<file path="src/rtl/fnss_pkg.sv">
package fnss_pkg;

    localparam int MAX_WIDTH      = 4096;
    localparam int SAMPLE_BITS    = 32;
    localparam int SUM_BITS       = SAMPLE_BITS + 2;
    localparam int COL_BITS       = $clog2(MAX_WIDTH);
    localparam int WIDTH_BITS     = $clog2(MAX_WIDTH + 1);
    localparam int ROW_BITS       = 16;
    localparam int HEIGHT_BITS    = 16;
    localparam int CFG_INDEX_BITS = 2;
    localparam int CFG_DATA_BITS  = (WIDTH_BITS > HEIGHT_BITS) ? WIDTH_BITS : HEIGHT_BITS;

    // queue depth must stay a power of two, pointers wrap on their own
    localparam int QUEUE_DEPTH    = 4;
    localparam int QUEUE_PTR_BITS = $clog2(QUEUE_DEPTH);

    localparam logic [CFG_INDEX_BITS-1:0] REG_FRAME_WIDTH  = CFG_INDEX_BITS'(0);
    localparam logic [CFG_INDEX_BITS-1:0] REG_FRAME_HEIGHT = CFG_INDEX_BITS'(1);

    localparam logic [WIDTH_BITS-1:0]  RESET_WIDTH  = WIDTH_BITS'(MAX_WIDTH);
    localparam logic [HEIGHT_BITS-1:0] RESET_HEIGHT = HEIGHT_BITS'(4096);

    typedef logic signed [SAMPLE_BITS-1:0] sample_t;
    typedef logic signed [SUM_BITS-1:0]    sum_t;

    typedef struct packed {
        logic has_up;
        logic up_self;
        logic col_first;
        logic col_second;
        logic last_col;
        logic last_row;
    } item_flags_t;

    typedef struct packed {
        sample_t              sample;
        sample_t              here;
        sample_t              older;
        sample_t              right;
        sample_t              left_tap;
        sample_t              tap0;
        sample_t              tap1;
        logic [ROW_BITS-1:0]  row;
        logic [COL_BITS-1:0]  col;
        item_flags_t          flags;
    } queue_item_t;

endpackage

</file>
<file path="src/rtl/fnss_back.sv">
module fnss_back
(
    input  logic                                 clk,
    input  logic                                 rst_n,
    input  logic                                 head_valid,
    input  fnss_pkg::queue_item_t                head_item,
    output logic                                 q_pop,
    input  logic                                 pop,
    output logic                                 empty,
    output logic signed [fnss_pkg::SUM_BITS-1:0] neighbour_sum,
    output logic [fnss_pkg::ROW_BITS-1:0]        out_row,
    output logic [fnss_pkg::COL_BITS-1:0]        out_col,
    output logic                                 last_of_item,
    output logic                                 end_of_frame
);

    import fnss_pkg::*;

    localparam logic [1:0] KIND_UP_ROW   = 2'd0;
    localparam logic [1:0] KIND_LAST_ROW = 2'd1;
    localparam logic [1:0] KIND_CORNER   = 2'd2;

    logic                up_done_reg;
    logic                last_done_reg;
    logic                out_valid_reg;
    sum_t                sum_reg;
    logic [ROW_BITS-1:0] row_reg;
    logic [COL_BITS-1:0] col_reg;
    logic                last_reg;
    logic                eof_reg;

    logic                need_up;
    logic                need_last;
    logic                need_corner;
    logic                any_need;
    logic                final_one;
    logic [1:0]          kind;
    logic                go;
    sample_t             op0;
    sample_t             op1;
    sample_t             op2;
    sample_t             op3;
    sum_t                ext0;
    sum_t                ext1;
    sum_t                ext2;
    sum_t                ext3;
    sum_t                sum;
    logic [ROW_BITS-1:0] row_sel;
    logic [COL_BITS-1:0] col_sel;

    // results of one entry go out in order: row above, last row left, corner
    assign need_up     = head_item.flags.has_up && !up_done_reg;
    assign need_last   = head_item.flags.last_row && !head_item.flags.col_first
                         && !last_done_reg;
    assign need_corner = head_item.flags.last_row && head_item.flags.last_col;
    assign any_need    = need_up || need_last || need_corner;

    always_comb
    begin
        if (need_up)
        begin
            kind      = KIND_UP_ROW;
            final_one = !(need_last || need_corner);
        end
        else if (need_last)
        begin
            kind      = KIND_LAST_ROW;
            final_one = !need_corner;
        end
        else
        begin
            kind      = KIND_CORNER;
            final_one = 1'b1;
        end
    end

    assign go    = head_valid && (!out_valid_reg || pop);
    assign q_pop = go && (!any_need || final_one);

    // missing neighbours fall back to the position's own sample
    always_comb
    begin
        case (kind)
            KIND_UP_ROW:
            begin
                op0     = head_item.flags.up_self ? head_item.here : head_item.older;
                op1     = head_item.sample;
                op2     = head_item.flags.col_first ? head_item.here : head_item.left_tap;
                op3     = head_item.flags.last_col ? head_item.here : head_item.right;
                row_sel = head_item.row - ROW_BITS'(1);
                col_sel = head_item.col;
            end
            KIND_LAST_ROW:
            begin
                op0     = head_item.flags.has_up ? head_item.left_tap : head_item.tap0;
                op1     = head_item.tap0;
                op2     = head_item.flags.col_second ? head_item.tap0 : head_item.tap1;
                op3     = head_item.sample;
                row_sel = head_item.row;
                col_sel = head_item.col - COL_BITS'(1);
            end
            KIND_CORNER:
            begin
                op0     = head_item.flags.has_up ? head_item.here : head_item.sample;
                op1     = head_item.sample;
                op2     = head_item.flags.col_first ? head_item.sample : head_item.tap0;
                op3     = head_item.sample;
                row_sel = head_item.row;
                col_sel = head_item.col;
            end
            default:
            begin
                op0     = '0;
                op1     = '0;
                op2     = '0;
                op3     = '0;
                row_sel = '0;
                col_sel = '0;
            end
        endcase
    end

    assign ext0 = sum_t'(op0);
    assign ext1 = sum_t'(op1);
    assign ext2 = sum_t'(op2);
    assign ext3 = sum_t'(op3);
    assign sum  = ext0 + ext1 + ext2 + ext3;

    always_ff @(posedge clk or negedge rst_n)
    begin
        if (!rst_n)
        begin
            up_done_reg   <= 1'b0;
            last_done_reg <= 1'b0;
            out_valid_reg <= 1'b0;
        end
        else
        begin
            if (q_pop)
            begin
                up_done_reg   <= 1'b0;
                last_done_reg <= 1'b0;
            end
            else if (go && any_need)
            begin
                if (kind == KIND_UP_ROW)
                begin
                    up_done_reg <= 1'b1;
                end
                if (kind == KIND_LAST_ROW)
                begin
                    last_done_reg <= 1'b1;
                end
            end

            if (go && any_need)
            begin
                out_valid_reg <= 1'b1;
            end
            else if (pop)
            begin
                out_valid_reg <= 1'b0;
            end
        end
    end

    always_ff @(posedge clk)
    begin
        if (go && any_need)
        begin
            sum_reg  <= sum;
            row_reg  <= row_sel;
            col_reg  <= col_sel;
            last_reg <= final_one;
            eof_reg  <= (kind == KIND_CORNER);
        end
    end

    assign empty         = !out_valid_reg;
    assign neighbour_sum = sum_reg;
    assign out_row       = row_reg;
    assign out_col       = col_reg;
    assign last_of_item  = last_reg;
    assign end_of_frame  = eof_reg;

endmodule

</file>
<file path="config.mk">
export PLATFORM = sky130hd
export DESIGN_NAME = fnss_back
export DESIGN_NICKNAME = d
export VERILOG_FILES = /design/src/rtl/fnss_pkg.sv /design/src/rtl/fnss_back.sv
export SDC_FILE = /design/constraint.sdc
export NUM_CORES = 1
export LEC_CHECK = 0
export BUFFER_PORTS_ARGS = -buffer_cell sky130_fd_sc_hd__buf_4
export CAP_MARGIN = 40
export CORE_MARGIN = 3
export CORE_UTILIZATION = 30
export CTS_CLUSTER_SIZE = 30
export DETAILED_ROUTE_END_ITERATION = 12
export SLEW_MARGIN = 20
export SYNTH_ARGS = -nofsm -noshare
export SYNTH_HDL_FRONTEND = slang
export SYNTH_SLANG_ARGS = --single-unit
export TNS_END_PERCENT = 20
</file>
<file path="constraint.sdc">
create_clock -name clk -period 4.35 [get_ports clk]
set_input_delay 0.435 -clock clk [delete_from_list [all_inputs] [get_ports clk]]
set_output_delay 0.435 -clock clk [all_outputs]
set_load 0.02 [all_outputs]
</file>
# --- Word-level counts from Yosys, hierarchy flattened ---
# Cells that the tools add are included.
classes:
  add_sub_neg: 5
  eq_ne: 2
  mux: 25
  n_reduce_logical: 28
op_table:
  columns: ["cell", "n"]
  rows:
  - ["$mux W32", 7]
  - ["$pmux W32 S3", 2]
  - ["$pmux W32 S2", 2]
  - ["$add A33 B32 Y34", 1]
  - ["$add A34 B32 Y34", 1]
  - ["$add A32 B32 Y33", 1]
  - ["$pmux W16 S2", 1]
  - ["$pmux W12 S2", 1]
  - ["$sub A16 B1 Y16 const B", 1]
  - ["$sub A12 B1 Y12 const B", 1]
  - ["$mux W1", 10]
  - ["$reduce_bool A2 Y1", 4]
  - ["$logic_and A1 B1 Y1", 7]
  - ["$logic_not A1 Y1", 7]
  - ["$logic_or A1 B1 Y1", 5]
  - ["$mux W2", 2]
  - ["$reduce_and A2 Y1", 2]
  - ["$reduce_or A2 Y1", 2]
  - ["$eq A2 B1 Y1 const B", 1]
  - ["$eq A2 B2 Y1 const B", 1]
  - ["$logic_not A2 Y1", 1]
totals:
  regBits: 67
  inputBits: 262
  output_inout_bits: 66
  word_cells: 68

# --- Depth between registers and ports, before layout ---
depth:
  depth_word: 11
  mapped_depth: 21
  depth_no_buf: 18

# --- Worst setup path after synthesis ---
# OpenSTA, ideal clock, no wires.
synth_path:
  path_kind: "input-to-reg"
  from: "in head_item[5] (netlist name)"
  to: "reg sum_reg[33], in the netlist neighbour_sum[33], data pin"
  setup_ps: 258
  arrival_ps: 4576
  required_time_ps: 4092
  setup_slack_ps: -483
  cell_stages: 18
  path_buffers: 3
  cell_sequence: "clkbuf_1 buf_2 buf_1 mux2i_1 o21ai_0 fa_1 inv_1 fa_1 inv_1 fa_1 a21oi_1 o221ai_2 a31o_4 a21oi_2 o21a_1 o31a_1 mux2i_1 nand2_1"
synth_between:
  elab_chain_cells: 8
  elab_cells_between_ends: 16
  classes_between: "add/sub (3); eq/ne (2); mux (7); reduce/logical (4)"
synth_lines:
  columns: ["item", "line", "rtl"]
  rows:
  - ["from (decl)", "fnss_back.sv:6", "input fnss_pkg::queue_item_t head_item,"]
  - ["$logic_and A1 B1 Y1", "fnss_back.sv:52", "assign need_up = head_item.flags.has_up && !up_done_reg;"]
  - ["$mux W2", "fnss_back.sv:60", "if (need_up)"]
  - ["$eq A2 B2 Y1 or $logic_not A2 Y1 (tied branches)", "fnss_back.sv:83", "case (kind)"]
  - ["$reduce_or A2 Y1 (no line)", null, null]
  - ["$pmux W32 S2", "fnss_back.sv:83", null]
  - ["$add A32 B32 Y33", "fnss_back.sv:127", "assign sum = ext0 + ext1 + ext2 + ext3;"]
  - ["$add A33 B32 Y34", "fnss_back.sv:127", null]
  - ["$add A34 B32 Y34 *", "fnss_back.sv:127", null]
  - ["via sum[33]", "fnss_back.sv:47", "sum_t sum;"]
  - ["to (signal assigned)", "fnss_back.sv:171", "sum_reg <= sum;"]
  - ["to (decl)", "fnss_back.sv:26", "sum_t sum_reg;"]
# The timed path passes the listed nets; every way through them passes the cells marked *.
# A chain may end at the register's enable or synchronous reset.

# --- Final worst setup path ---
layout_path:
  from: "reg up_done_reg"
  to: "reg sum_reg[32], in the netlist neighbour_sum[32], data pin"
layout_between:
  elab_chain_cells: 9
  elab_cells_between_ends: 15
  classes_between: "add/sub (3); eq/ne (2); mux (5); reduce/logical (5)"
layout_lines:
  columns: ["item", "line", "rtl"]
  rows:
  - ["from (decl)", "fnss_back.sv:23", "logic up_done_reg;"]
  - ["from (signal assigned)", "fnss_back.sv:133", "up_done_reg <= 1'b0;"]
  - ["from (signal assigned)", "fnss_back.sv:141", "up_done_reg <= 1'b0;"]
  - ["from (signal assigned)", "fnss_back.sv:148", "up_done_reg <= 1'b1;"]
  - ["$logic_not A1 Y1 *", "fnss_back.sv:52", null]
  - ["$logic_and A1 B1 Y1 *", "fnss_back.sv:52", null]
  - ["$mux W2 *", "fnss_back.sv:60", null]
  - ["$eq A2 B2 Y1 or $logic_not A2 Y1 (tied branches)", "fnss_back.sv:83", null]
  - ["$reduce_or A2 Y1 (no line)", null, null]
  - ["$pmux W32 S2", "fnss_back.sv:83", null]
  - ["$add A32 B32 Y33", "fnss_back.sv:127", null]
  - ["$add A33 B32 Y34", "fnss_back.sv:127", null]
  - ["$add A34 B32 Y34 *", "fnss_back.sv:127", null]
  - ["via sum[32]", "fnss_back.sv:47", null]
# Marked as above.

==> results.yml <==
clock_tree:
  cts_max_level: 3
  clk_pin_slew_ps: 50
  clock-root-buffer: "clkbuf_16"
  cts_tree: "done"
  cts_buffers: 9
  insertion_delay_ps: 330
  clock_sinks: 67
  cts_max_path_buffers: 2
synth:
  yosysSeqAreaShare_pct: 19.9
  synth_area_per_cell_um2: 8.70
  yosys_most_used_dff: "edfxtp_1"
  syn_nets: 1516
  synth-async-reset-ratio_pct: 4.48
  netlist_area_um2: 10000
  synth_edf_count: 64
  synth_cells: 1154
  yosys_warnings: 0
  ys_types: 52
  ys_ff_latch: 67
sta:
  period_share_pct: 99.6
  setup_viol: 0
  fmaxAchievable_mhz: 231
  clock_skew_ps: 5.13
  worst_pin_slew_ps: 688
  min_period_ps: 4330
  rsz0062_at_grt: "true"
  setup_tns_ps: 0
  finalMaxSlewViolations: 0
  maxSlewHeadroom_pct: 54.0
  hold_viol_final: 0
detailed_routing:
  wl_um: 38700
  met1_length_um: 17500
  wl_per_cell_um: 18.7
  wl_met3_um: 2550
  detail-route-antenna-nets: 0
  via_count: 10406
  drc_errors: 0
  met2_length_um: 17900
  dr.pass1.iters: 5
  via_per_inst: 5.02
  drt_iter0_drc: 548
  routed.top_layer: "met5"
global_route:
  grt_first_pass_wirelength_um: 57100
  grt_overflow: 0
  antenna_found_initial: 3
  grt_max_degree: 42
  gr-usage-all-layers_pct: 20.0
  grt_pass1_vias: 10542
cells_and_area:
  final_core_util_pct: 47.1
  layout.nets: 1986
  layout_commonest_cell: "buf_4"
  stdcell_area_um2: 15400
  drive_gt1_share_pct: 39.0
  largest_reg_flops: 34
  areaGrowthSynthToFinish_pct: 53.8
  final_cell_mix: "buf_4, mux2i_1, nand2_1"
floorplan:
  fp-row-count: 66
  core-area_um2: 32800
  io_pins: 328
  chipWidth_um: 189
  fp.dieH_um: 189
  die-area_um2: 35700
  initial_core_util_pct: 30.6
pwr:
  power.switching_uw: 4350
  p_int_uw: 5410
  leakagePower_uw: 0.00751
  p_total_uw: 9760
  p_comb_share_pct: 80.8
  p_seq_share_pct: 12.7
  vdd_drop_max_mv: 0.359
  clkPwrFrac_pct: 6.5
  power_density_nw_per_um2: 632
  p_sw_share_pct: 44.6
critical_path:
  cp-start-kind: "register"
  cp_max_fo: 7
  required_ps: 4430
  end_kind: "register"
  critPathKind: "reg -> reg"
  arrival_ps: 4410
placement:
  gp_congestion: 0.910
  numPortBuffers: 327
  dp_hpwl_um: 31200
  placed_area_um2: 14300
status:
  status: "completed"
worst_hold_path:
  hp-class: "in -> reg"
flow_run:
  max-cap-violations: 0
-- cells in the mapped netlist, drive strengths merged, types with 25 or more instances --
library cell	instances	area (um^2)
nand2	139	524
xor2	29	254
o22a	60	526
clkbuf	40	150
ha	35	438
fa	65	1300
xnor2	25	219
edfxtp	64	1920
o21ai	89	449
buf	27	111
nor2	62	233
inv	111	417
mux2i	223	2230
a21oi	68	352
-- worst paths after layout --
kind / startpoint / end / slack [ps] / cells past startpoint
hold reg to reg: last_done_reg$_DFFE_PN0P_ / last_done_reg$_DFFE_PN0P_ / 590 / 2
hold / removal: head_valid / last_done_reg$_DFFE_PN0P_ / 400 / 3
min in group asynchronous: rst_n / out_valid_reg$_DFFE_PN0P_ / 460 / 2
setup / recovery: up_done_reg$_DFFE_PN0P_ / neighbour_sum[32]$_DFFE_PP_ / 20 / 18
max in group asynchronous: rst_n / up_done_reg$_DFFE_PN0P_ / 3790 / 2
setup reg to reg: up_done_reg$_DFFE_PN0P_ / neighbour_sum[32]$_DFFE_PP_ / 20 / 18
-- worst max-delay path: stages (launching register included) --
cell and delay [ps]:
dfrtp_1 390, nand2b_4 230, nand2_8 190, clkbuf_16 180
o22a_1 130, o21ai_0 110, fa_1 490, inv_1 50
fa_1 520, inv_1 40, ha_1 350, nand2_2 140
o21ai_0 100, nor2_1 160, nand2_2 110, a31o_4 260
a31oi_4 220, nor4b_2 80, a311o_1 310
-- layer usage --
layer | up-vias | track usage (%)
li1 | 5025 | -
met1 | 4974 | 27.3
met2 | 359 | 32.8
met3 | 44 | 3.28
met4 | 4 | 5.13
met5 | - | 0
-- cell families (layout without fill, tap and decap cells) --
| kind of cell | after synthesis | count (layout) | share of synthesized area (%) |
|---|---|---|---|
| and+or+nand+nor | 264 | 265 | 11.5 |
| AOI/OAI and AO/OA | 263 | 263 | 17.0 |
| muxes | 227 | 227 | 22.7 |
| buffers and inverters | 178 | 652 | 6.75 |
| adders and majority gates | 101 | 101 | 17.4 |
| DFF | 67 | 67 | 19.9 |
| xor gates and xnor gates | 54 | 54 | 4.71 |
| other | 0 | 1 | 0 |
-- power by group through the flow --
stage | logic [uW] | clock network, uW | registers (uW)
3_5_place_dp | 7000 | 0 | 1260
6_report | 7880 | 636 | 1240
2_1_floorplan | 3690 | 0 | 1470
5_1_grt | 8660 | 678 | 1260
3_3_place_gp | 6920 | 0 | 1260
4_1_cts | 7170 | 652 | 1250
-- area by class of cell --
type                    count  area (um^2)
diodes                      1         2.50
fillers                  3172        17300
clock buffers              10          229
multi-input cells         910         7860
well taps                 442          553
flip-flops and latches     67         2000
inverters                 111          417
clock inverters             6         32.5
repair buffers            525         4350
-- through the flow --
stage               instances  setup WS, ps  hold WS (ps)
floorplan                1154         -38.9           139
global placement         2027          -250           233
detailed placement       2027          -329           235
CTS                      2050         -22.7           389
finish                   2072          18.7           402
global route             2072          -196           400
-- repair_timing --
| action | CTS | global route |
|---|---|---|
| setup buffers | 5 | 13 |
| resized for setup | 24 | 99 |
| pin swaps | 19 | 47 |
| hold buffers | 1 | 0 |
| setup endpoints to repair | 10 | 17 |
| hold endpoints to repair | 3 | 0 |
| cloned | 1 | 8 |
Note: power is estimated with default switching activity, not from simulation.
