## src/rtl/fnss_pkg.sv

```systemverilog
package fnss_pkg;

    localparam int MAX_WIDTH      = 4096;
    localparam int SAMPLE_BITS    = 32;
    localparam int SUM_BITS       = SAMPLE_BITS + 2;
    localparam int COL_BITS       = $clog2(MAX_WIDTH);
    localparam int WIDTH_BITS     = $clog2(MAX_WIDTH + 1);
    localparam int ROW_BITS       = 16;
    localparam int HEIGHT_BITS    = 16;
    localparam int CFG_INDEX_BITS = 2;
    localparam int CFG_DATA_BITS  = (WIDTH_BITS > HEIGHT_BITS) ? WIDTH_BITS : HEIGHT_BITS;

    // queue depth must stay a power of two, pointers wrap on their own
    localparam int QUEUE_DEPTH    = 4;
    localparam int QUEUE_PTR_BITS = $clog2(QUEUE_DEPTH);

    localparam logic [CFG_INDEX_BITS-1:0] REG_FRAME_WIDTH  = CFG_INDEX_BITS'(0);
    localparam logic [CFG_INDEX_BITS-1:0] REG_FRAME_HEIGHT = CFG_INDEX_BITS'(1);

    localparam logic [WIDTH_BITS-1:0]  RESET_WIDTH  = WIDTH_BITS'(MAX_WIDTH);
    localparam logic [HEIGHT_BITS-1:0] RESET_HEIGHT = HEIGHT_BITS'(4096);

    typedef logic signed [SAMPLE_BITS-1:0] sample_t;
    typedef logic signed [SUM_BITS-1:0]    sum_t;

    typedef struct packed {
        logic has_up;
        logic up_self;
        logic col_first;
        logic col_second;
        logic last_col;
        logic last_row;
    } item_flags_t;

    typedef struct packed {
        sample_t              sample;
        sample_t              here;
        sample_t              older;
        sample_t              right;
        sample_t              left_tap;
        sample_t              tap0;
        sample_t              tap1;
        logic [ROW_BITS-1:0]  row;
        logic [COL_BITS-1:0]  col;
        item_flags_t          flags;
    } queue_item_t;

endpackage

```

## src/rtl/fnss_queue.sv

```systemverilog
module fnss_queue
(
    input  logic                  clk,
    input  logic                  rst_n,
    input  logic                  push,
    input  fnss_pkg::queue_item_t push_item,
    output logic                  full,
    input  logic                  pop,
    output logic                  head_valid,
    output fnss_pkg::queue_item_t head_item
);

    import fnss_pkg::*;

    queue_item_t               entry_reg [QUEUE_DEPTH];
    logic [QUEUE_PTR_BITS-1:0] wr_ptr_reg;
    logic [QUEUE_PTR_BITS-1:0] rd_ptr_reg;
    logic [QUEUE_PTR_BITS:0]   count_reg;
    logic                      do_push;
    logic                      do_pop;

    assign full       = (count_reg == (QUEUE_PTR_BITS + 1)'(QUEUE_DEPTH));
    assign head_valid = (count_reg != '0);
    assign head_item  = entry_reg[rd_ptr_reg];
    assign do_push    = push && !full;
    assign do_pop     = pop && head_valid;

    always_ff @(posedge clk or negedge rst_n)
    begin
        if (!rst_n)
        begin
            wr_ptr_reg <= '0;
            rd_ptr_reg <= '0;
            count_reg  <= '0;
        end
        else
        begin
            if (do_push)
            begin
                wr_ptr_reg <= wr_ptr_reg + QUEUE_PTR_BITS'(1);
            end
            if (do_pop)
            begin
                rd_ptr_reg <= rd_ptr_reg + QUEUE_PTR_BITS'(1);
            end
            if (do_push && !do_pop)
            begin
                count_reg <= count_reg + (QUEUE_PTR_BITS + 1)'(1);
            end
            else if (do_pop && !do_push)
            begin
                count_reg <= count_reg - (QUEUE_PTR_BITS + 1)'(1);
            end
        end
    end

    always_ff @(posedge clk)
    begin
        if (do_push)
        begin
            entry_reg[wr_ptr_reg] <= push_item;
        end
    end

endmodule

```

## config.mk

```make
export PLATFORM = sky130hd
export DESIGN_NAME = fnss_queue
export DESIGN_NICKNAME = d
export VERILOG_FILES = /design/src/rtl/fnss_pkg.sv /design/src/rtl/fnss_queue.sv
export SDC_FILE = /design/constraint.sdc
export NUM_CORES = 1
export LEC_CHECK = 0
export ABC_AREA = 1
export BUFFER_PORTS_ARGS = -buffer_cell sky130_fd_sc_hd__buf_2
export CORE_UTILIZATION = 30
export CTS_BUF_LIST = sky130_fd_sc_hd__clkbuf_16
export DETAILED_ROUTE_END_ITERATION = 12
export GPL_ROUTABILITY_DRIVEN = 0
export PLACE_DENSITY = 0.51
export SYNTH_ARGS = -nofsm -noshare
export SYNTH_HDL_FRONTEND = slang
export SYNTH_SLANG_ARGS = --single-unit
```

## constraint.sdc

```tcl
create_clock -name clk -period 12.2 [get_ports clk]
set_input_delay 2.44 -clock clk [delete_from_list [all_inputs] [get_ports clk]]
set_output_delay 2.44 -clock clk [all_outputs]
set_load 0.01 [all_outputs]
```

---- Word-level counts from Yosys, hierarchy flattened ----
Memories as Yosys holds them, arrays and structs flattened.
Index checks and enable logic that the tools add are counted.
Widths: inputs -> output; s select.
word-level totals
  register bits after elaboration ......... 7
  RAM bits ................................ 1,032
  bits of input ports ..................... 262
  output and inout port bits .............. 260
  logic and storage cells ................. 22
  memories ................................ 1
memories
  memory     depth  bits a word  rd ports  clocked after memory_dff  write ports  line              source
  entry_reg  4      258          1         0                         1            fnss_queue.sv:15  queue_item_t entry_reg [QUEUE_DEPTH];
cells by class
  add/sub/neg operators ................... 4
  equal/unequal tests ..................... 1
  muxes and demuxes ....................... 4
  reductions and logical operators ........ 9
operators by type and width
  operator             number
  $mux 3               2
  $add 2x1->2 const B  2
  $logic_and 1x1->1    4
  $add 3x1->3 const B  1
  $eq 3x3->1 const B   1
  $logic_not 1->1      3
  $reduce_bool 3->1    1
  $sub 3x1->3 const B  1
  $mux 1               2
  $reduce_bool 2->1    1

---- Logic depth before layout (Yosys ltp) ----
Gate-level depths: netlist of run 1.
  word-level depth ........................ 7
  gate-level depth with buffers ........... 12
  mapped depth without buffers ............ 12

---- Least setup slack after synthesis of run 1 ----
No wires, ideal clock.
  kind .................................... input -> register
  start point ............................. in push
  end point ............................... mem entry_reg[0][0] (netlist bit), enable pin
  library setup time ...................... 883 ps
  arrival time ............................ 13,268 ps
  data required time ...................... 11,317 ps
  setup slack ............................. -1,951 ps
  stages on the path ...................... 2
  path buffers ............................ 0
  cells stage by stage .................... nand2_1 -> nor2_1
on the way
  cells in the longest elaborated chain, start to end .. 3
RTL lines
  element                       line              source
  start, declared               fnss_queue.sv:5   input logic push,
  $logic_and 1x1->1             fnss_queue.sv:25  assign do_push = push && !full;
  $mux 1                        fnss_queue.sv:59  if (do_push)
  $mux 1 (implied by the code)  fnss_queue.sv:61  entry_reg[wr_ptr_reg] <= push_item;
  end, declared                 fnss_queue.sv:15
Every way passes these cells.

==> results.sh, run 1 <==
export IMPL_run_status="complete, no violations"
export IMPL_yosysUniqueCellTypes=17
export IMPL_grt_pass1_wl_mm=142
export IMPL_leakage_nw=19.3
export IMPL_final_cell_area_mm2=0.0488
export IMPL_worstSetupPathType="flop to primary output"
export IMPL_crit_path_top_delay_cell="buf_4"
export IMPL_avgSynthCellArea_um2=13.3
export IMPL_ff_latch_area_mm2=0.0312
export IMPL_cts_resized=0
export IMPL_clk_path_buf_depth=3
export IMPL_vdd_drop_max_uv=190
export IMPL_dieArea_mm2=0.138
export IMPL_worst_slack_ns=5.84
export IMPL_setup_viol=0
export IMPL_drt_antenna_violating_nets=0
export IMPL_cts_tree="built"
export IMPL_syn_area_mm2=0.0409
export IMPL_min_path_type="flop to flop"
export IMPL_p_per_area_mw_per_mm2=244
export IMPL_via_per_inst=4.41
export IMPL_largest_register_ffs=1032
export IMPL_tightest_slew_ns=1.27
export IMPL_fin_nets=3832
export IMPL_finalHoldViolCount=0
export IMPL_dp_slack_ns=6.49
export IMPL_drt_initial_drc_count=1211
export IMPL_cp_top_family="buffers and inverters"
export IMPL_post_dp_cell_area_mm2=0.0453
export IMPL_syn_to_final_growth_pct=19.3
export IMPL_rsz0062_at_grt="false"
export IMPL_fin_crit_sh_pct=52.1
export IMPL_grt_usage_pct=13.7
export IMPL_slowest_delay_ns=0.80
export IMPL_wl_per_cell_um=17.7
export IMPL_cp_data_required_time_ns=9.76
export IMPL_power_mw=11.9
export IMPL_fin_crit_ns=6.36
export IMPL_cap_viol_max_count=0
export IMPL_finish_utilization_pct=36.0
export IMPL_dieWidth_um=371
export IMPL_antenna_found_initial=31
export IMPL_ys_ff_latch=1039
export IMPL_post_cts_buffers=0
export IMPL_worstSkewPairLatency_ns=0.71
export IMPL_path_clk_slew_ns=0.06
export IMPL_grt_ovfl_total=0
export IMPL_drive_above_1_share_pct=19.4
export IMPL_final_max_slew_violation_count=0
export IMPL_ys_seq_area_share_pct=76.1
export IMPL_io_pins=522
export IMPL_grt_max_degree=245
export IMPL_fmax_mhz=157
export IMPL_htree_levels=3
export IMPL_synthCells=3070
export IMPL_path_common_cell="buf_4"
export IMPL_startpoint_type="flop"
export IMPL_critPathArrivalTime_ns=3.92
export IMPL_multi_input_area_mm2=0.00703
export IMPL_skew_ns=0.0172
export IMPL_drt_wl_total_mm=96.5
export IMPL_rows=135
export IMPL_dr_pass1_iters=4
export IMPL_clkSinkCount=1039
export IMPL_synthesis_nets=3338
export IMPL_core_area_mm2=0.135
export IMPL_end_kind="primary output"
export IMPL_path_buf_inv=4
export IMPL_synth_edf_count=1032
export IMPL_stdcell_count=5448
export IMPL_vias=24000
export IMPL_ctsHoldBuffers=0
export IMPL_drc=0
export IMPL_path_cells="inv_8 -> buf_4 -> buf_4 -> o211ai_1 -> nand2_1 -> buf_2"
export IMPL_cp_max_fo=81
export IMPL_hpwl_mm=57.8
export IMPL_initial_core_util_pct=30.2
export IMPL_yosys_warnings=0
export IMPL_synthFlopType="edfxtp_1"
export IMPL_first_global_vias=22800
export IMPL_portBuffers=521
export IMPL_die_y_um=371
export IMPL_numCtsBuffers=112
export IMPL_cts_root_buf="clkbuf_16"
export IMPL_synthArstFlopShare_pct=0.674
export IMPL_placed_cells=5231
export IMPL_slew_headroom_pct=15.5
export IMPL_nFillCells=13100
-- layer usage --
metal  part of all wire, %  up-vias  GRT usage (%)  wire [um]
met4                   2.5       38           5.07       2420
met3                   6.2      167           3.95       5940
met2                    50      459           23.2      48300
li1                      -    11800              -          -
met1                    41    11600           16.4      39600
met5                  0.26        -              0        252
-- area by class of cell --
class | count | area share [%]
Multi-Input combinational cell | 1328 | 14.4
Sequential cell | 1039 | 63.8
Tap cell | 1781 | 4.56
Antenna cell | 8 | 0.0410
Inverter | 532 | 4.12
Clock buffer | 113 | 5.79
Timing Repair Buffer | 551 | 5.95
Clock inverter | 96 | 1.30
-- final timing paths --
path / start / end / slack, ns / depth (start not counted)
setup / recovery: rd_ptr_reg[1] / head_item[141] / 5.84 / 6
hold / removal: count_reg[2] / count_reg[2] / 0.52 / 2
setup reg to reg: count_reg[0] / entry_reg[2][50] / 8.48 / 7
hold reg to reg: count_reg[2] / count_reg[2] / 0.52 / 2
max in group asynchronous: rst_n / rd_ptr_reg[1] / 10.43 / 1
min in group asynchronous: rst_n / rd_ptr_reg[0] / 1.57 / 1
-- cells by family (layout without fill, tap and decap cells) --
family                     Yosys count  count (layout)  share of synthesized area, %
DFF                               1039            1039                          76.1
other                                0               8                             0
and+or+nand+nor                    804             804                          7.40
xor gates and xnor gates             1               1                        0.0214
buffers and inverters              703            1292                          6.77
adders and majority gates            6               6                         0.202
AOI/OAI and AO/OA                  517             517                          9.47
-- worst register-to-register path: cells and delay by family, from the launching register on --
family	cells	cell delay, ns
flip-flops	1	0.41
buffers and inverters	4	2.13
AND/OR/NAND/NOR	3	0.76
-- cell usage after synthesis, types with 2 or more instances --
cell | instances | share of area [%]
buf_1 | 11 | 0.10
buf_2 | 101 | 1.2
clkbuf_1 | 58 | 0.53
dfrtp_1 | 7 | 0.43
edfxtp_1 | 1032 | 76
ha_1 | 5 | 0.15
inv_1 | 530 | 4.9
inv_2 | 2 | 0.018
nand2_1 | 792 | 7.3
nand3_1 | 7 | 0.086
nor2_1 | 4 | 0.037
o211ai_1 | 516 | 9.5
-- placed cells by master (no fill, tap or decap) --
master / count
inv_6: 5
edfxtp_1: 1032
ha_1: 5
o21ai_0: 1
bufinv_16: 6
clkinv_8: 2
fa_1: 1
clkinv_16: 1
nand3_1: 7
buf_2: 521
clkinv_2: 20
inv_1: 549
diode_2: 8
dfrtp_1: 6
nor2_4: 4
clkbuf_16: 113
dfrtp_4: 1
clkinv_1: 39
xnor2_1: 1
nand4_1: 1
nand2_1: 792
inv_8: 2
buf_12: 6
buf_4: 24
clkinvlp_4: 2
clkinv_4: 2
o211ai_1: 516
-- metrics by stage --
| stage | TNS [ns] | hold slack (ns) |
|---|---|---|
| floorplan | -2013.14 | 0.463 |
| global placement | 0 | 0.497 |
| detailed placement | 0 | 0.491 |
| CTS | 0 | 0.510 |
| global route | 0 | 0.543 |
| finish | 0 | 0.516 |
-- report_power, final --
part	switching [mW]	leakage [nW]	internal (mW)
logic	2.73	7.98	1.16
clock network	1.37	1.77	1.80
registers	0.144	9.54	4.69
total	4.25	19.3	7.65
Power figures use the tool's default switching activity.
==> run 2, diff against run 1 <==
clock period = 5.1 ns   (was 12.2 ns; I/O delays follow)
==> results.sh, run 2 (synthesized netlist as in run 1, its figures left out) <==
export IMPL_run_status="complete, no violations"
export IMPL_drt_initial_drc_count=1314
export IMPL_path_buf_inv=2
export IMPL_final_cell_area_mm2=0.0494
export IMPL_numCtsBuffers=113
export IMPL_r2r_slack_ns=2.51
export IMPL_placed_cells=5255
export IMPL_drc=0
export IMPL_syn_to_final_growth_pct=20.7
export IMPL_pwr_share_clk_pct=27.0
export IMPL_antenna_found_initial=28
export IMPL_critPathArrivalTime_ns=3.06
export IMPL_slowest_delay_ns=0.77
export IMPL_vdd_drop_max_uv=446
export IMPL_path_depth=4
export IMPL_portBuffers=521
export IMPL_min_path_type="primary input to asynchronous set/reset pin"
export IMPL_nFillCells=13100
export IMPL_fin_crit_sh_pct=80.0
export IMPL_final_common_cell="edfxtp_1"
export IMPL_cap_viol_max_count=0
export IMPL_startpoint_type="flop"
export IMPL_r2r_cells=6
export IMPL_crit_path_top_delay_cell="dfrtp_4"
export IMPL_post_dp_cell_area_mm2=0.0458
export IMPL_cp_data_required_time_ns=4.08
export IMPL_p_per_area_mw_per_mm2=586
export IMPL_tns_ns=0
export IMPL_worstSkewPairLatency_ns=0.72
export IMPL_end_kind="primary output"
export IMPL_fin_crit_ns=4.08
export IMPL_grt_max_degree=149
export IMPL_seq_power_share_pct=40.0
export IMPL_drive_above_1_share_pct=20.2
export IMPL_multi_input_area_mm2=0.00705
export IMPL_clkSinkCount=1039
export IMPL_dieWidth_um=371
export IMPL_path_cells="buf_12 -> o211ai_1 -> nand2_1 -> buf_2"
export IMPL_core_area_mm2=0.135
export IMPL_cp_max_fo=148
export IMPL_power_mw=29.0
export IMPL_fmax_mhz=245
export IMPL_ctsHoldBuffers=0
export IMPL_ff_latch_area_mm2=0.0312
export IMPL_die_y_um=371
export IMPL_dr_pass1_iters=4
export IMPL_r2r_start="count_reg[0]"
export IMPL_p_switching_mw=10.3
export IMPL_vias=24200
export IMPL_finalHoldViolCount=0
export IMPL_layout_common_cells="edfxtp_1 (1032), nand2_1 (791), inv_1 (551)"
export IMPL_io_pins=522
export IMPL_post_cts_buffers=0
export IMPL_worstSetupPathType="flop to primary output"
export IMPL_cts_resized=0
export IMPL_first_global_vias=22800
export IMPL_rows=135
export IMPL_p_comb_share_pct=33.1
export IMPL_largest_register_ffs=1032
export IMPL_drt_antenna_violating_nets=0
export IMPL_dieArea_mm2=0.138
export IMPL_initial_core_util_pct=30.2
export IMPL_path_clk_slew_ns=0.06
export IMPL_switching_share_pct=35.4
export IMPL_grt_usage_pct=13.8
export IMPL_htree_levels=3
export IMPL_via_per_inst=4.43
export IMPL_slew_headroom_pct=6.53
export IMPL_leakage_nw=19.6
export IMPL_cp_top_family="flip-flops"
export IMPL_grt_pass1_wl_mm=143
export IMPL_rsz0062_at_grt="false"
export IMPL_setup_viol=0
export IMPL_fin_nets=3857
export IMPL_tightest_slew_ns=1.40
export IMPL_skew_ns=0.0254
export IMPL_final_max_slew_violation_count=0
export IMPL_drt_wl_total_mm=97.2
export IMPL_clk_path_buf_depth=3
export IMPL_hpwl_mm=59.4
export IMPL_intPower_mw=18.7
export IMPL_grt_ovfl_total=0
export IMPL_wl_per_cell_um=17.8
export IMPL_stdcell_count=5467
export IMPL_cts_tree="built"
export IMPL_r2r_end="entry_reg[1][120]"
export IMPL_cts_root_buf="clkbuf_16"
run 2: changes by cell type in the layout (fill, tap and decap cells not counted), sizes merged:
| cell | change |
|---|---|
| bufinv | +3 |
| buf | +24 |
| clkinv | -10 |
| inv | +3 |
| diode | -1 |
run 2: how the worst max path moves through the flow:
stage                   from         endpoint  slack (ns)
6_report       rd_ptr_reg[1]    head_item[45]        1.02
2_1_floorplan           push  entry_reg[0][0]       -0.27
3_3_place_gp   rd_ptr_reg[1]   head_item[214]        1.83
4_1_cts        rd_ptr_reg[1]   head_item[214]        0.98
5_1_grt        rd_ptr_reg[0]   head_item[152]        0.90
3_5_place_dp   rd_ptr_reg[1]   head_item[214]        1.81
run 2: metal layers:
| metal | part of all wire, % | GRT usage, % |
|---|---|---|
| met1 | 42 | 16.9 |
| met2 | 50 | 23.6 |
| met3 | 5.5 | 3.74 |
| met4 | 2.4 | 4.11 |
| met5 | 0.14 | 0 |
run 2: area by class of cell:
| type | count | area share, % |
|---|---|---|
| Sequential cell | 1039 | 63.1 |
| Multi-Input combinational cell | 1328 | 14.3 |
| Timing Repair Buffer | 575 | 6.81 |
| Clock buffer | 113 | 5.72 |
| Tap cell | 1781 | 4.51 |
| Inverter | 532 | 4.07 |
| Clock inverter | 92 | 1.53 |
| Antenna cell | 7 | 0.0354 |
run 2: power by group through the flow:
stage	logic, mW	registers, mW	clock network [mW]
2_1_floorplan	5.74	11.8	0
3_3_place_gp	9.84	11.7	0
3_5_place_dp	9.89	11.8	0
4_1_cts	9.91	11.6	8.07
5_1_grt	10.7	11.7	8.40
6_report	9.58	11.6	7.82
run 2: stage by stage:
step | setup WS (ns) | hold WS (ns) | utilization [%]
after floorplan | -0.274 | 0.463 | -
after global placement | 1.83 | 0.480 | 33.8
after detailed placement | 1.81 | 0.490 | 33.8
after CTS | 0.981 | 0.0681 | 36.5
after global routing | 0.902 | 0.0851 | 36.5
final | 1.02 | 0.143 | 36.5
==> run 3, diff against run 2 <==
clock period = 3.4 ns   (was 5.1 ns; I/O delays follow)
==> results.sh, run 3 (synthesized netlist as in run 1, its figures left out) <==
export IMPL_finalHoldWorstSlack_ns=0.182
export IMPL_grt_usage_pct=13.6
export IMPL_p_comb_share_pct=33.7
export IMPL_worstSetupPathType="flop to primary output"
export IMPL_grt_ovfl_total=0
export IMPL_fmax_mhz=313
export IMPL_syn_to_final_growth_pct=21.1
export IMPL_vias=24100
export IMPL_drt_wl_total_mm=95.5
export IMPL_fin_crit_ns=3.20
export IMPL_cap_viol_max_count=0
export IMPL_critPathArrivalTime_ns=2.52
export IMPL_die_y_um=371
export IMPL_via_per_inst=4.39
export IMPL_cp_data_required_time_ns=2.72
export IMPL_leakage_nw=19.7
export IMPL_post_cts_buffers=0
export IMPL_final_max_slew_violation_count=0
export IMPL_p_per_area_mw_per_mm2=876
export IMPL_power_mw=43.4
export IMPL_drt_initial_drc_count=1257
export IMPL_dieWidth_um=371
export IMPL_placed_cells=5279
export IMPL_drive_above_1_share_pct=20.4
export IMPL_portBuffers=521
export IMPL_hpwl_mm=60.0
export IMPL_finalHoldViolCount=0
export IMPL_fin_crit_sh_pct=94.1
export IMPL_cts_tree="built"
export IMPL_numCtsBuffers=113
export IMPL_htree_levels=3
export IMPL_clkSinkCount=1039
export IMPL_clk_path_buf_depth=3
export IMPL_drc=0
export IMPL_cp_max_fo=60
export IMPL_layout_common_cells="edfxtp_1 (1032), nand2_1 (791), inv_1 (557)"
export IMPL_seq_power_share_pct=39.8
export IMPL_path_clk_slew_ns=0.06
export IMPL_skew_ns=0.0281
export IMPL_startpoint_type="flop"
export IMPL_stdcell_count=5490
export IMPL_post_dp_cell_area_mm2=0.0460
export IMPL_drt_antenna_violating_nets=0
export IMPL_rows=135
export IMPL_grt_max_degree=151
export IMPL_antenna_found_initial=20
export IMPL_initial_core_util_pct=30.2
export IMPL_fin_nets=3882
export IMPL_tightest_slew_ns=0.780
export IMPL_worstSkewPairLatency_ns=0.71
export IMPL_final_common_cell="edfxtp_1"
export IMPL_intPower_mw=28.1
export IMPL_grt_pass1_wl_mm=141
export IMPL_switching_share_pct=35.2
export IMPL_core_area_mm2=0.135
export IMPL_finish_utilization_pct=36.6
export IMPL_setup_viol=0
export IMPL_min_path_type="primary input to flop"
export IMPL_dr_pass1_iters=4
export IMPL_run_status="complete, no violations"
export IMPL_end_kind="primary output"
export IMPL_wl_per_cell_um=17.4
export IMPL_rsz0062_at_grt="false"
export IMPL_slew_headroom_pct=48.0
export IMPL_vdd_drop_max_uv=533
export IMPL_largest_register_ffs=1032
export IMPL_r2r_slack_ns=1.37
export IMPL_final_cell_area_mm2=0.0496
export IMPL_cts_root_buf="clkbuf_16"
export IMPL_io_pins=522
export IMPL_p_switching_mw=15.3
export IMPL_pwr_share_clk_pct=26.5
export IMPL_dieArea_mm2=0.138
export IMPL_first_global_vias=22600
==> run 3: power groups by stage <==
stage | registers [mW] | clock network, mW | logic [mW]
global route | 17.5 | 12.4 | 16.4
finish | 17.3 | 11.5 | 14.6
floorplan | 17.8 | 0 | 8.61
CTS | 17.3 | 11.9 | 15.1
detailed placement | 17.5 | 0 | 15.1
global placement | 17.5 | 0 | 15.0
==> run 3: final timing paths <==
| path | startpoint | end | cells past startpoint |
|---|---|---|---|
| max | rd_ptr_reg[1] | head_item[124] | 5 |
| min | push_item[201] | entry_reg[2][201] | 1 |
| max reg2reg | count_reg[0] | entry_reg[1][107] | 6 |
| min reg2reg | count_reg[2] | count_reg[2] | 2 |
| max in group asynchronous | rst_n | rd_ptr_reg[1] | 2 |
| min in group asynchronous | rst_n | rd_ptr_reg[1] | 2 |
==> run 3: layout make-up <==
class                           instances  area, um^2
Fill cell                           13000       85900
Sequential cell                      1039       31200
Multi-Input combinational cell       1328        7050
Timing Repair Buffer                  600        3600
Clock buffer                          118        2950
Tap cell                             1781        2230
Inverter                              532        2020
Clock inverter                         90         561
Antenna cell                            2        5.00
==> run 3: metrics by stage <==
stage / setup TNS (ns) / worst slack, ns
finish: 0 / 0.200
detailed placement: 0 / 0.765
CTS: 0 / 0.0485
global route: 0 / 0.000714
global placement: 0 / 0.801
floorplan: -1649.51 / -1.61
==> run 3: timing repair <==
action                                  CTS  global route
cloned                                    0             0
gates resized for setup                   1             2
hold endpoints to repair                  7             0
endpoints found under the setup margin    7            43
hold buffers                              1             0
==> run 3: critical path: stages (launching register included) <==
cell and delay (ns):
dfrtp_4 0.54, inv_8 0.41, buf_12 0.31, o211ai_1 0.14
nand2_1 0.15, buf_2 0.15
==> run 3: per-layer routing <==
| layer | global-route usage (%) | vias up | part of all wire, % |
|---|---|---|---|
| li1 | - | 11900 | - |
| met1 | 16.4 | 11600 | 41 |
| met2 | 23.9 | 434 | 51 |
| met3 | 3.50 | 179 | 5.0 |
| met4 | 3.85 | 16 | 2.5 |
| met5 | 0 | - | 0.11 |
